<file path="src/hw/rtl/stsi_pkg.sv">
// Shared types and constants for the sorted table search and insert block.
// Used by stsi_cmp, stsi_ram and sorted_table_search_insert; depends on nothing.
`timescale 1ns / 1ps

package stsi_pkg;

    // Width of one table entry and of the reported index and count fields.
    localparam int DATA_W = 32;
    localparam int POS_W  = 9;

    typedef logic signed [DATA_W-1:0] t_data;

    // Transaction kinds carried on the mode input.
    localparam logic MODE_LOAD  = 1'b0;
    localparam logic MODE_QUERY = 1'b1;

    // Result of the shared signed comparator.
    typedef struct packed {
        logic lt;
        logic eq;
        logic gt;
    } t_cmp_res;

    // Sequencer states.
    typedef enum logic [3:0] {
        S_IDLE,
        S_SORT_CHK,
        S_SORT_KEY,
        S_SORT_CMP,
        S_SORT_PUT,
        S_SRCH_CHK,
        S_SRCH_CMP,
        S_SHIFT_CHK,
        S_SHIFT_WR
    } t_state;

endpackage

</file>
<file path="src/hw/rtl/stsi_cmp.sv">
// Shared signed 32-bit comparator used by the sort and search phases.
// Depends on stsi_pkg for the data and result types.
`timescale 1ns / 1ps

module stsi_cmp (
    input  stsi_pkg::t_data    i_a,
    input  stsi_pkg::t_data    i_b,
    output stsi_pkg::t_cmp_res o_res
);

    // Three signed compares give the three relations.
    always_comb begin
        o_res.lt = (i_a < i_b);
        o_res.eq = (i_a == i_b);
        o_res.gt = (i_a > i_b);
    end

endmodule

</file>
<file path="config.mk">
export PLATFORM = sky130hd
export DESIGN_NAME = stsi_cmp
export DESIGN_NICKNAME = d
export VERILOG_FILES = /design/src/hw/rtl/stsi_pkg.sv /design/src/hw/rtl/stsi_cmp.sv
export SDC_FILE = /design/constraint.sdc
export NUM_CORES = 1
export LEC_CHECK = 0
export BUFFER_PORTS_ARGS = -buffer_cell sky130_fd_sc_hd__buf_2
export CORE_ASPECT_RATIO = 1.25
export CORE_UTILIZATION = 25
export DETAILED_ROUTE_END_ITERATION = 16
export SYNTH_ARGS = -nofsm -noshare
export SYNTH_HDL_FRONTEND = slang
export SYNTH_SLANG_ARGS = --single-unit
</file>
<file path="constraint.sdc">
create_clock -name vclk -period 3.08
set_input_delay 0.616 -clock vclk [all_inputs]
set_output_delay 0.616 -clock vclk [all_outputs]
set_load 0.005 [all_outputs]
</file>
==> impl_metrics.json <==
{
  "place_area_um2": 1230,
  "power_leakage_nw": 0.822,
  "maxSlewViolCount": 0,
  "final.clkbuf_count": 0,
  "initial_utilization_pct": 26.2,
  "die-area_um2": 3620,
  "total_power_mw": 0.148,
  "synth_area_um2": 845,
  "antenna_found_initial": 0,
  "ant_nets": 0,
  "die_h_um": 67.0,
  "die_w_um": 54.0,
  "cts_hold_buf": 0,
  "port_buffers": 67,
  "postSynthCellCount": 119,
  "place_ws_ns": 0.0377,
  "grt_usage_pct": 10.3,
  "grt_max_degree": 6,
  "ctsResizeCount": 0,
  "vias_per_cell": 4.50,
  "rows": 23,
  "setup_tns_ns": 0,
  "layout-drive-gt1-share_pct": 39.6,
  "end_kind": "output pin",
  "dp_hpwl_um": 1870,
  "area_growth_pct": 48.7,
  "drt_iter0_markers": 3,
  "status": "complete, no violations",
  "power_frac_comb_pct": 100.0,
  "globalRoute.totalOverflow": 0,
  "worst_hold_slack_ns": 1.72,
  "pwr-share-clk_pct": 0,
  "synth_cell_types": 23,
  "period_share_pct": 95.6,
  "vias": 1007,
  "synth_area_leader_cell": "ha_1",
  "finalWirelength_um": 1960,
  "ioPinCount": 67,
  "design_area_um2": 1260,
  "crit_type": "input port to output pin",
  "grt_pass1_wl_um": 2980,
  "avgSynthCellArea_um2": 7.10,
  "powerDensity_nw_per_um2": 118,
  "setup_viol": 0,
  "hp-class": "input port to output pin",
  "internal_power_mw": 0.0792,
  "drv_cap": 0,
  "setup_slack_ns": 0.135,
  "nets": 285,
  "register_area_um2": 0,
  "drc": 0,
  "seq_cell_count": 0,
  "ir_worst_vdd_mv": 0.0461,
  "synth_commonest_cells": "inv_1 (34), ha_1 (32), a21oi_1 (9), nand2_1 (8), nand4_1 (6)",
  "path_max_fanout": 2,
  "antenna_cells": 0,
  "first_global_vias": 867,
  "swShare_pct": 46.5,
  "yosys-top-cells-area": "ha_1 (47%), inv_1 (15%), a21oi_1 (5.3%)",
  "power.switching_mw": 0.0687,
  "post-cts-setup-buffers": 0,
  "relSlewSlack_pct": 72.5,
  "yosysMostFrequentCell": "inv_1",
  "pwr-share-seq_pct": 0,
  "start_kind": "input port",
  "hold_viol": 0,
  "firstDrtPassIters": 2,
  "critical_path_required_ns": 2.46,
  "yosysSeqAreaShare_pct": 0,
  "synth_fp_nets": 215,
  "synth_top_area_share_pct": 47.4,
  "avgRoutedWirePerCell_um": 8.76,
  "yosysWarnings": 0,
  "arrival_ns": 2.33,
  "worstMarginPinSlew_ns": 0.409,
  "coreArea_um2": 3220,
  "place.gp.congestion": 0.744,
  "post-route-min-period_ns": 2.94,
  "max_freq_ghz": 0.340
}
## layout make-up
class	count	area, µm²
Fill cell	353	1970
Inverter	34	128
Multi-Input combinational cell	85	739
Tap cell	37	46.3
Timing Repair Buffer	68	343
## metrics by stage
| step | util, % | std cells |
|---|---|---|
| 4_1_cts | 38.3 | 224 |
| 2_1_floorplan | - | 119 |
| 3_5_place_dp | 38.3 | 224 |
| 5_1_grt | 39.0 | 224 |
| 3_3_place_gp | 38.3 | 224 |
| 6_report | 39.0 | 224 |
## cell usage in the layout, fill, tap and decap left out, types with 2 or more instances in the layout
cell and count:
buf_2 67, inv_1 34, ha_1 31, nand2_1 8, a21oi_1 8, nand4_1 6, a21oi_2 4, nor4_1 3
o21ai_0 3, nand3_1 3, a21o_1 2, nor2_1 2, o21ai_1 2, mux2i_1 2
## worst paths after layout
kind	startpoint	to	slack, ns	depth (start not counted)
worst max-delay path	i_a[7]	o_res[2]	0.14	9
worst min-delay path	i_a[31]	o_res[2]	1.72	4
## cells by family (layout without fill, tap and decap cells)
logic type,Yosys count,count (layout),synth area share (%)
buffers and inverters,34,102,15.1
adders and majority gates,32,32,47.4
and+or+nand+nor,26,26,16.2
AOI/OAI and AO/OA,25,25,19.0
muxes,2,2,2.37
## power by group through the flow
stage | combinational, mW | sequential [mW] | clock, mW
2_1_floorplan | 0.0828 | 0 | 0
4_1_cts | 0.146 | 0 | 0
5_1_grt | 0.172 | 0 | 0
3_5_place_dp | 0.145 | 0 | 0
6_report | 0.148 | 0 | 0
3_3_place_gp | 0.145 | 0 | 0
## worst max-delay path: stages
cell	delay, ns
buf_2	0.10
ha_1	0.31
a21oi_2	0.14
o21ai_1	0.07
a221o_1	0.32
a211o_1	0.25
a21oi_2	0.20
mux2i_1	0.19
buf_2	0.13
## per-layer routing
metal / share of wire, % / vias up / track usage, % / wire, µm
met5: 0 / - / 0 / 0
met4: 0 / 0 / 0 / 0
met3: 8.9 / 0 / 0.457 / 175
met2: 49 / 47 / 20.7 / 963
met1: 42 / 407 / 12.0 / 823
li1: - / 553 / - / -
Note: power is estimated with default switching activity, not from simulation.
